<file path="config.mk">
export PLATFORM = sky130hd
export DESIGN_NAME = multichannel_sine_window_gate
export DESIGN_NICKNAME = d
export VERILOG_FILES = /design/src/hdl/msg_pkg.sv /design/src/hdl/msg_gain.sv /design/src/hdl/multichannel_sine_window_gate.sv
export SDC_FILE = /design/constraint.sdc
export NUM_CORES = 2
export LEC_CHECK = 0
export BUFFER_PORTS_ARGS = -buffer_cell sky130_fd_sc_hd__buf_4
export CORE_AREA = 2 2 424 426
export CTS_CLUSTER_SIZE = 16
export DETAILED_ROUTE_END_ITERATION = 7
export DIE_AREA = 0 0 426 428
export PLACE_DENSITY = 0.6
export SYNTH_ARGS = -nofsm -noshare
export SYNTH_HDL_FRONTEND = slang
export SYNTH_SLANG_ARGS = --single-unit
export TNS_END_PERCENT = 10
</file>
<file path="constraint.sdc">
create_clock -name clock -period 27.2 [get_ports clock]
set_input_delay 1.36 -clock clock [delete_from_list [all_inputs] [get_ports clock]]
set_output_delay 1.36 -clock clock [all_outputs]
set_load 0.02 [all_outputs]
</file>
<file path="src/hdl/msg_pkg.sv">
`timescale 1ns / 1ps
// ----------------------------------------------------------------------------
// msg_pkg
// types, constants and the half-sine table of the sine window gate
// ----------------------------------------------------------------------------
package msg_pkg;

   localparam logic       CSR_CHANNEL_COUNT = 1'b0;
   localparam logic       CSR_INDEX_MODE    = 1'b1;
   localparam logic [15:0] SPREAD_MIN       = 16'd26;
   localparam logic [12:0] ONE_Q12          = 13'd4096;
   localparam int unsigned OUT_LIMIT        = 64;
   localparam int unsigned DIV_STAGES       = 7;

   localparam logic [14:0] SINE_Q [0:32] = '{
      15'd0,     15'd1608,  15'd3212,  15'd4808,  15'd6393,  15'd7962,  15'd9512,
      15'd11039, 15'd12539, 15'd14010, 15'd15446, 15'd16846, 15'd18204, 15'd19519,
      15'd20787, 15'd22005, 15'd23170, 15'd24279, 15'd25329, 15'd26319, 15'd27245,
      15'd28105, 15'd28898, 15'd29621, 15'd30273, 15'd30852, 15'd31356, 15'd31785,
      15'd32137, 15'd32412, 15'd32609, 15'd32728, 15'd32767
   };

   typedef struct packed {
      logic signed [15:0] smp;
      logic [21:0]        rem;
      logic [20:0]        wide;
      logic [13:0]        quo;
      logic               inwin;
      logic [5:0]         chan;
      logic               last;
   } chan_type;

   // half-sine point i of a 65-point table
   function automatic logic [14:0] half_sine(input logic [6:0] i);
      logic [6:0] k;
      logic [5:0] q;
      begin
         k = (i > 7'd64) ? 7'd64 : i;
         q = (k <= 7'd32) ? k[5:0] : 6'(7'd64 - k);
         half_sine = SINE_Q[q];
      end
   endfunction

endpackage

</file>
<file path="src/hdl/msg_gain.sv">
`timescale 1ns / 1ps
// ----------------------------------------------------------------------------
// msg_gain
// per-channel pipeline: window phase divide, sine interpolation, product
// ----------------------------------------------------------------------------
module msg_gain (
   input  logic              clock,
   input  logic              reset,
   input  logic              en,
   input  logic              in_valid,
   input  msg_pkg::chan_type in_item,
   output logic              out_valid,
   output logic signed [31:0] out_prod,
   output logic [5:0]        out_chan,
   output logic              out_last
);
   import msg_pkg::*;

   chan_type          dv_ff [0:DIV_STAGES-1];
   logic              dvv_ff [0:DIV_STAGES-1];
   logic signed [15:0] g_smp_ff;
   logic [15:0]       g_gain_ff;
   logic [5:0]        g_chan_ff;
   logic              g_last_ff, g_valid_ff;
   logic signed [31:0] p_prod_ff;
   logic [5:0]        p_chan_ff;
   logic              p_last_ff, p_valid_ff;
   logic [15:0]       gain_in;

   // one restoring quotient bit
   function automatic chan_type div_step(input chan_type c);
      chan_type   r;
      logic [21:0] t;
      begin
         r = c;
         t = {c.rem[20:0], 1'b0};
         if (t >= {1'b0, c.wide}) begin
            r.rem = t - {1'b0, c.wide};
            r.quo = {c.quo[12:0], 1'b1};
         end else begin
            r.rem = t;
            r.quo = {c.quo[12:0], 1'b0};
         end
         div_step = r;
      end
   endfunction

   always_ff @(posedge clock) begin
      if (en) begin
         dv_ff[0] <= div_step(div_step(in_item));
         for (int s = 1; s < DIV_STAGES; s++) begin
            dv_ff[s] <= div_step(div_step(dv_ff[s-1]));
         end
      end
   end

   always_ff @(posedge clock) begin
      if (reset) begin
         for (int s = 0; s < DIV_STAGES; s++) dvv_ff[s] <= 1'b0;
         g_valid_ff <= 1'b0;
         p_valid_ff <= 1'b0;
      end else if (en) begin
         dvv_ff[0] <= in_valid;
         for (int s = 1; s < DIV_STAGES; s++) dvv_ff[s] <= dvv_ff[s-1];
         g_valid_ff <= dvv_ff[DIV_STAGES-1];
         p_valid_ff <= g_valid_ff;
      end
   end

   // linear interpolation between two table points
   always_comb begin
      logic [13:0]        ph;
      logic [15:0]        g0, g1;
      logic signed [16:0] dg;
      logic signed [26:0] acc;
      ph = dv_ff[DIV_STAGES-1].quo;
      g0 = {1'b0, half_sine({1'b0, ph[13:8]})};
      g1 = {1'b0, half_sine(7'({1'b0, ph[13:8]} + 7'd1))};
      dg = $signed({1'b0, g1}) - $signed({1'b0, g0});
      acc = $signed({3'b0, g0, 8'b0}) + dg * $signed({1'b0, ph[7:0]});
      gain_in = dv_ff[DIV_STAGES-1].inwin ? 16'(acc >>> 8) : 16'd0;
   end

   always_ff @(posedge clock) begin
      if (en) begin
         g_smp_ff  <= dv_ff[DIV_STAGES-1].smp;
         g_gain_ff <= gain_in;
         g_chan_ff <= dv_ff[DIV_STAGES-1].chan;
         g_last_ff <= dv_ff[DIV_STAGES-1].last;
         p_prod_ff <= g_smp_ff * $signed({1'b0, g_gain_ff});
         p_chan_ff <= g_chan_ff;
         p_last_ff <= g_last_ff;
      end
   end

   assign out_valid = p_valid_ff;
   assign out_prod  = p_prod_ff;
   assign out_chan  = p_chan_ff;
   assign out_last  = p_last_ff;

endmodule

</file>
<file path="src/hdl/multichannel_sine_window_gate.sv">
`timescale 1ns / 1ps
// ----------------------------------------------------------------------------
// multichannel_sine_window_gate
// spreads each sample over a ring of channels with a half-sine window
// ----------------------------------------------------------------------------
//  channel | dir | beat contents
//  req_    | in  | tdata: sample[15:0], position[39:16], spread[55:40]
//  rsp_    | out | tdata: gated_sample; tuser: channel; tlast: last channel
//  csr_    | in  | we, index (0 channel_count, 1 index_mode), wdata
//
//  one response beat per cycle unless the output stalls; channel_count beats
//  per request beat, channel_count clamped to 2..MAX_CHANNELS and at most 64;
//  stage 4 loads the next request in the cycle its predecessor issues its last
//  channel, and three front stages buffer requests ahead of it
//  first response path: stages 1-4, divider stages, gain, product, output register
//  rsp_tready low with a beat waiting stalls the pipeline, nothing is dropped
//  synchronous reset: channel_count = 2, index_mode = 0, pipeline empty
module multichannel_sine_window_gate #(
   parameter int unsigned MAX_CHANNELS = 64
) (
   input  logic        clock,
   input  logic        reset,
   input  logic        req_tvalid,
   output logic        req_tready,
   input  logic [55:0] req_tdata,   // sample, position, spread
   output logic        rsp_tvalid,
   input  logic        rsp_tready,
   output logic [15:0] rsp_tdata,   // gated_sample
   output logic [5:0]  rsp_tuser,   // channel
   output logic        rsp_tlast,
   input  logic        csr_we,
   input  logic        csr_index,
   input  logic [6:0]  csr_wdata
);
   import msg_pkg::*;

   localparam int unsigned CAP_RAW = (MAX_CHANNELS < OUT_LIMIT) ? MAX_CHANNELS : OUT_LIMIT;
   localparam logic [6:0]  CAP = 7'((CAP_RAW < 2) ? 2 : CAP_RAW);

   // configuration
   logic [6:0] cc_ff;
   logic       im_ff;
   logic [6:0] n;

   // front stages
   logic               f1_valid_ff, f2_valid_ff, f3_valid_ff, f4_valid_ff;
   logic signed [15:0] f1_smp_ff, f2_smp_ff, f3_smp_ff, f4_smp_ff;
   logic signed [23:0] f1_pos_ff;
   logic [15:0]        f1_spr_ff, f2_sc_ff;
   logic signed [31:0] f2_pos_ff;
   logic [20:0]        f3_posc_ff, f3_wide_ff, f4_wide_ff;
   logic [17:0]        f4_m_ff;
   logic [5:0]         f4_j_ff;
   logic               f1_ready, f2_ready, f3_ready, f4_ready, f4_take, f4_last;
   logic               advance;
   logic [18:0]        span;
   logic [17:0]        m0_in, m_next_in;

   // channel pipe and output register
   chan_type           issue;
   logic               gp_valid, gp_last;
   logic signed [31:0] gp_prod;
   logic [5:0]         gp_chan;
   logic               rsp_valid_ff;
   logic [15:0]        rsp_data_ff;
   logic [5:0]         rsp_chan_ff;
   logic               rsp_last_ff;
   logic signed [31:0] rnd;

   always_ff @(posedge clock) begin
      if (reset) begin
         cc_ff <= 7'd2;
         im_ff <= 1'b0;
      end else if (csr_we) begin
         case (csr_index)
            CSR_CHANNEL_COUNT: cc_ff <= csr_wdata;
            CSR_INDEX_MODE:    im_ff <= csr_wdata[0];
            default: ;
         endcase
      end
   end

   assign n    = (cc_ff < 7'd2) ? 7'd2 : ((cc_ff > CAP) ? CAP : cc_ff);
   assign span = {n[6:0], 12'b0};

   // whole pipeline moves unless a finished beat is stuck at the output
   assign advance  = !rsp_valid_ff || rsp_tready;
   assign f4_last  = (f4_j_ff == 6'(n - 7'd1));
   assign f4_take  = advance && f4_valid_ff && f4_last;
   assign f4_ready = !f4_valid_ff || f4_take;
   assign f3_ready = !f3_valid_ff || f4_ready;
   assign f2_ready = !f2_valid_ff || f3_ready;
   assign f1_ready = !f1_valid_ff || f2_ready;
   assign req_tready = f1_ready;

   always_ff @(posedge clock) begin
      if (reset) begin
         f1_valid_ff <= 1'b0;
         f2_valid_ff <= 1'b0;
         f3_valid_ff <= 1'b0;
         f4_valid_ff <= 1'b0;
      end else begin
         if (f1_ready) f1_valid_ff <= req_tvalid;
         if (f2_ready) f2_valid_ff <= f1_valid_ff;
         if (f3_ready) f3_valid_ff <= f2_valid_ff;
         if (f4_ready) f4_valid_ff <= f3_valid_ff;
      end
   end

   // stage 1: capture beat
   always_ff @(posedge clock) begin
      if (f1_ready) begin
         f1_smp_ff <= req_tdata[15:0];
         f1_pos_ff <= req_tdata[39:16];
         f1_spr_ff <= req_tdata[55:40];
      end
   end

   // stage 2: spread floor, position scaling
   always_ff @(posedge clock) begin
      if (f2_ready) begin
         f2_smp_ff <= f1_smp_ff;
         f2_sc_ff  <= (f1_spr_ff < SPREAD_MIN) ? SPREAD_MIN : f1_spr_ff;
         f2_pos_ff <= im_ff ? 32'(f1_pos_ff) : 32'(f1_pos_ff) * $signed({25'b0, n});
      end
   end

   // stage 3: clamp to the ring, center the window
   always_ff @(posedge clock) begin
      logic [18:0] clamped;
      if (f2_pos_ff < 0)                         clamped = 19'd0;
      else if (f2_pos_ff > $signed({13'b0, span})) clamped = span;
      else                                       clamped = f2_pos_ff[18:0];
      if (f3_ready) begin
         f3_smp_ff  <= f2_smp_ff;
         f3_posc_ff <= 21'(clamped) + 21'({f2_sc_ff, 4'b0});
         f3_wide_ff <= {f2_sc_ff, 5'b0};
      end
   end

   // whole channels of the centered position, reduced modulo n
   always_comb begin
      logic [6:0] r;
      logic [8:0] hi;
      hi = f3_posc_ff[20:12];
      r  = 7'd0;
      for (int i = 8; i >= 0; i--) begin
         r = {r[5:0], hi[i]};
         if (r >= n) r = r - n;
      end
      m0_in = {r[5:0], f3_posc_ff[11:0]};
   end

   // step one channel back around the ring
   assign m_next_in = (f4_m_ff >= 18'(ONE_Q12)) ? (f4_m_ff - 18'(ONE_Q12))
                    : 18'({1'b0, f4_m_ff} + span - 19'(ONE_Q12));

   // stage 4: channel sequencer
   always_ff @(posedge clock) begin
      if (f4_ready) begin
         f4_smp_ff  <= f3_smp_ff;
         f4_wide_ff <= f3_wide_ff;
         f4_m_ff    <= m0_in;
         f4_j_ff    <= 6'd0;
      end else if (advance && f4_valid_ff) begin
         f4_m_ff <= m_next_in;
         f4_j_ff <= f4_j_ff + 6'd1;
      end
   end

   always_comb begin
      issue.smp   = f4_smp_ff;
      issue.rem   = {4'b0, f4_m_ff};
      issue.wide  = f4_wide_ff;
      issue.quo   = 14'd0;
      issue.inwin = ({3'b0, f4_m_ff} < f4_wide_ff);
      issue.chan  = f4_j_ff;
      issue.last  = f4_last;
   end

   msg_gain u_gain (
      .clock     (clock),
      .reset     (reset),
      .en        (advance),
      .in_valid  (f4_valid_ff),
      .in_item   (issue),
      .out_valid (gp_valid),
      .out_prod  (gp_prod),
      .out_chan  (gp_chan),
      .out_last  (gp_last)
   );

   // round to nearest, ties toward plus infinity
   assign rnd = gp_prod + 32'sd16384;

   always_ff @(posedge clock) begin
      if (reset) rsp_valid_ff <= 1'b0;
      else if (advance) rsp_valid_ff <= gp_valid;
   end

   always_ff @(posedge clock) begin
      if (advance) begin
         rsp_data_ff <= rnd[30:15];
         rsp_chan_ff <= gp_chan;
         rsp_last_ff <= gp_last;
      end
   end

   assign rsp_tvalid = rsp_valid_ff;
   assign rsp_tdata  = rsp_data_ff;
   assign rsp_tuser  = rsp_chan_ff;
   assign rsp_tlast  = rsp_last_ff;

endmodule

</file>
==> results by stage <==
Die:
- The number of cell rows is between 150 and 200.
- The die outline height is between 400 and 500 um.
- The count of boundary I/O pins is between 90 and 100.
- The core region is between 0.15 and 0.2 mm^2.
- The area of the die is 0.182 mm^2.
- Once the floorplan was initialized, standard cells occupied between 30% and 40% of the core.
- The die width is 426 um.

Clock tree:
- The post-cts repair resize count is 0.
- The post-CTS setup buffer count is 0.
- The number of levels in the clock H-tree is 3.
- The TritonCTS buffer count is 83.
- Clock-pin slew was measured on the worst setup and hold paths at 60 ps.
- The clock latency of the later-clocked register in the worst-skew pair is just over 700 ps.
- The clock tree from TritonCTS is done.
- Counting along the longest clock path gives a buffer depth of 3.
- The tree is rooted in a clkbuf_16.
- For this design, the CTS-stage hold fixing added 0 buffers.
- The tree built by TritonCTS fans out to 757 sinks.

Global routing:
- The largest net degree at the start of global routing is between 150 and 200.
- The first global-routing pass estimated around 230 mm of wire.
- The global-route track usage on met2 is 26.9%.
- The initial antenna violation count is 2.
- Global routing used around 16% of the available tracks.
- The number of global-route vias before repair is 42900.
- The highest-utilization routing layer at the global route stage is met2.
- The met3 track demand over resource in global routing is 1.84%.
- Summed over all layers, the global routing overflow is 0.
- In the global route stage, met1 resource usage came out at around a fifth.

Yosys:
- By area the synthesized netlist is led by edfxtp_1 36%, fa_1 15%, ha_1 12%.
- The post-synthesis instance total is 5900.
- For this run, the leading register cell type out of synthesis is edfxtp_1.
- The synthesized design contains 736 enable-type register cells.
- The total of warnings raised by yosys is 0.
- The cell area after synthesis is 0.0620 mm^2.
- The netlist uses around 110 different library cells.
- The share of synthesized area occupied by flip-flops and latches is 36.3%.
- The top cell type's share of synthesized area is between 30% and 40%.
- Of all flip-flops after synthesis, the portion carrying an async set or reset was 0%.
- The synthesized area per cell is 10.5 um^2.
- The flop and latch count out of synthesis is around 760.
- The most area-hungry cell type in the Yosys netlist is edfxtp_1.

Place:
- The global placement routability congestion is about 0.87.
- OpenSTA, run right after detailed placement, puts the worst setup slack at 11210 ps.
- The HPWL after detailed placement is about 110 mm.
- Buffers placed on the I/O ports in this run total 93.
- The placed instances occupy a cell area of ~0.065 mm^2.

Detailed routing:
- Across all layers, the routed design uses 41900 vias.
- The post-detailed-route count of antenna-violating nets is 0.
- After detailed routing, the number of remaining DRC violations is 0.
- The first detailed-routing pass ran for 6 iterations.
- After the first detailed-routing iteration, the DRC count stood at between 2000 and 3000.
- After detailed routing, the number of vias per cell comes to around 5.
- In the final routed layout, each cell accounts on average for 16.9 um.
- The aggregate routed wire length is about 140 mm.

Timing:
- The worst path uses between 50 and 60% of the clock period.
- For the pin with the worst max-slew slack, the measured transition is 1170 ps.
- The number of hold-slack violations in the final timing report is 0.
- The final-report max-slew violation count is 0.
- Based on the critical path, the design can be clocked at up to about 62 MHz.
- After layout, the worst setup slack is about 11000 ps.
- Setup violations remaining at the end of the flow were counted as 0.
- After layout, the minimum clock period comes to roughly 16000 ps.
- The setup skew after layout is 52.0 ps.
- The worst slew slack as a fraction of its limit is between 20% and 30%.
- Setup total negative slack on the finished layout was measured at 0 ps.
- Setup repair after global routing left no endpoint under its margin.

Setup path:
- The type of element launching the critical path is a register.
- The slowest cell on the critical path is o31ai_1.
- The most common cell type on the critical path is ha_1.
- The largest single stage delay on the critical path is approximately 580 ps.
- Of all nets on the critical path, the largest fanout is 28.
- The worst setup path is of the reg2reg kind.
- The nature of the critical path endpoint is a register.
- The worst endpoint data arrival time is 16610 ps.
- The data required time at the worst endpoint is approximately 28000 ps.

Cells and area:
- The core occupancy in the finished layout is roughly two fifths.
- The share of final-layout standard cells stronger than drive strength 1 is under 10%.
- The layout net count is ~7100.
- In the final layout, flip-flops and latches occupy roughly 0.023 mm^2.
- The multi-input combinational cells in the finished layout cover a total of around 0.036 mm^2.
- The final design area excluding fillers is 0.0682 mm^2.
- From synthesis to final layout, the design area changed by 10.1%.
- The total of fill cells in the finished design is around 17000.

Flow run:
- The max-cap check violation count is 0.

Outcome:
- The flow ran to the end, and the final reports show no timing, DRC or antenna violations.

Min path:
- The type of the tightest min-delay check is reg2reg.
-- routing by layer --
metal	up-vias	wire length [um]
met5	-	0
met4	0	4360
met3	215	5250
met2	766	69600
met1	20500	62800
li1	20400	-
-- stage by stage --
step                      hold slack (ps)  instances
after floorplan                       400       5904
after global placement                400       8238
after detailed placement              405       8238
after CTS                             400       8390
after global routing                  409       8391
final                                 400       8391
-- state kept, by name, indices dropped and copies added (netlist names), 17 cells and up --
name and flops:
u_gain.dv_ff 420, f2_pos_ff 32, f1_pos_ff 24, f3_posc_ff 21
f4_m_ff 18, u_gain.out_prod 17
-- worst max-delay path: cells and delay by family (launching register included) --
kind / cells / cell delay (ps)
flip-flops: 1 / 390
AND/OR/NAND/NOR: 11 / 2470
buffers and inverters: 2 / 450
adder cells (fa/ha/maj): 8 / 2700
AO/OA/AOI/OAI: 34 / 9070
multiplexers: 2 / 820
-- cell type report --
class	instances	share of cell area, %
Antenna cell	1	0.00367
Clock buffer	97	3.15
Inverter	829	4.58
Multi-Input combinational cell	4163	52.5
Timing Repair Buffer	134	1.49
Tap cell	2355	4.32
Sequential cell	757	33.0
Clock inverter	55	0.959
-- worst paths after layout --
| path | from | to | slack [ps] | depth (start not counted) |
|---|---|---|---|---|
| setup / recovery | cc_ff[3]$_SDFFE_PP0P_ | f4_m_ff[17]$_DFFE_PN_ | 11060 | 57 |
| hold reg to reg | u_gain.dv_ff[4][2]$_DFFE_PP_ | u_gain.dv_ff[5][2]$_DFFE_PP_ | 400 | 0 |
| hold / removal | u_gain.dv_ff[4][2]$_DFFE_PP_ | u_gain.dv_ff[5][2]$_DFFE_PP_ | 400 | 0 |
| setup reg to reg | cc_ff[3]$_SDFFE_PP0P_ | f4_m_ff[17]$_DFFE_PN_ | 11060 | 57 |
-- kinds of logic after synthesis --
logic type                 Yosys count  synth area share, %
DFF                                757                 36.3
muxes                              180                 3.26
buffers and inverters              984                 6.01
adders and majority gates         1024                 26.2
and+or+nand+nor                   1635                 13.1
other                                1              0.00605
xor gates and xnor gates           304                 4.30
AOI/OAI and AO/OA                 1015                 10.8
-- Yosys cell counts, drive strengths merged (95+ instances only) --
library cell and n:
and2 337, nor3 95, mux2 148, clkbuf 138, a21o 122, a21oi 286, edfxtp 736, nand2 494
nor2 303, ha 571, inv 828, xor2 97, o21ai 206, xnor2 207, fa 453
-- cells in the final DEF (no fill, tap or decap), types with 16 or more instances in the layout --
| cell type | Yosys | layout |
|---|---|---|
| a211o_1 | 16 | 16 |
| a211oi_1 | 38 | 38 |
| a21o_1 | 122 | 122 |
| a21oi_1 | 281 | 281 |
| a31oi_1 | 34 | 34 |
| and2_1 | 337 | 337 |
| and3_1 | 36 | 36 |
| buf_4 | 1 | 133 |
| clkbuf_16 | 0 | 84 |
| clkinv_1 | 1 | 20 |
| dfxtp_1 | 21 | 20 |
| edfxtp_1 | 736 | 736 |
| fa_1 | 453 | 453 |
| ha_1 | 571 | 571 |
| inv_1 | 823 | 822 |
| mux2_1 | 40 | 40 |
| mux2_2 | 99 | 99 |
| mux2i_1 | 32 | 32 |
| nand2_1 | 494 | 494 |
| nand2b_1 | 58 | 58 |
| nand3_1 | 84 | 84 |
| nand4_1 | 46 | 46 |
| nor2_1 | 301 | 301 |
| nor2b_1 | 68 | 66 |
| nor3_1 | 94 | 94 |
| nor4_1 | 36 | 36 |
| o211ai_1 | 29 | 29 |
| o21a_1 | 59 | 59 |
| o21ai_0 | 185 | 184 |
| o21ai_1 | 20 | 18 |
| o21bai_1 | 21 | 21 |
| o31ai_1 | 31 | 31 |
| or3_1 | 26 | 25 |
| xnor2_1 | 207 | 207 |
| xor2_1 | 97 | 97 |
Power is not shown: default switching activity piles up to over one toggle a cycle in this logic, so the estimate is an artifact.
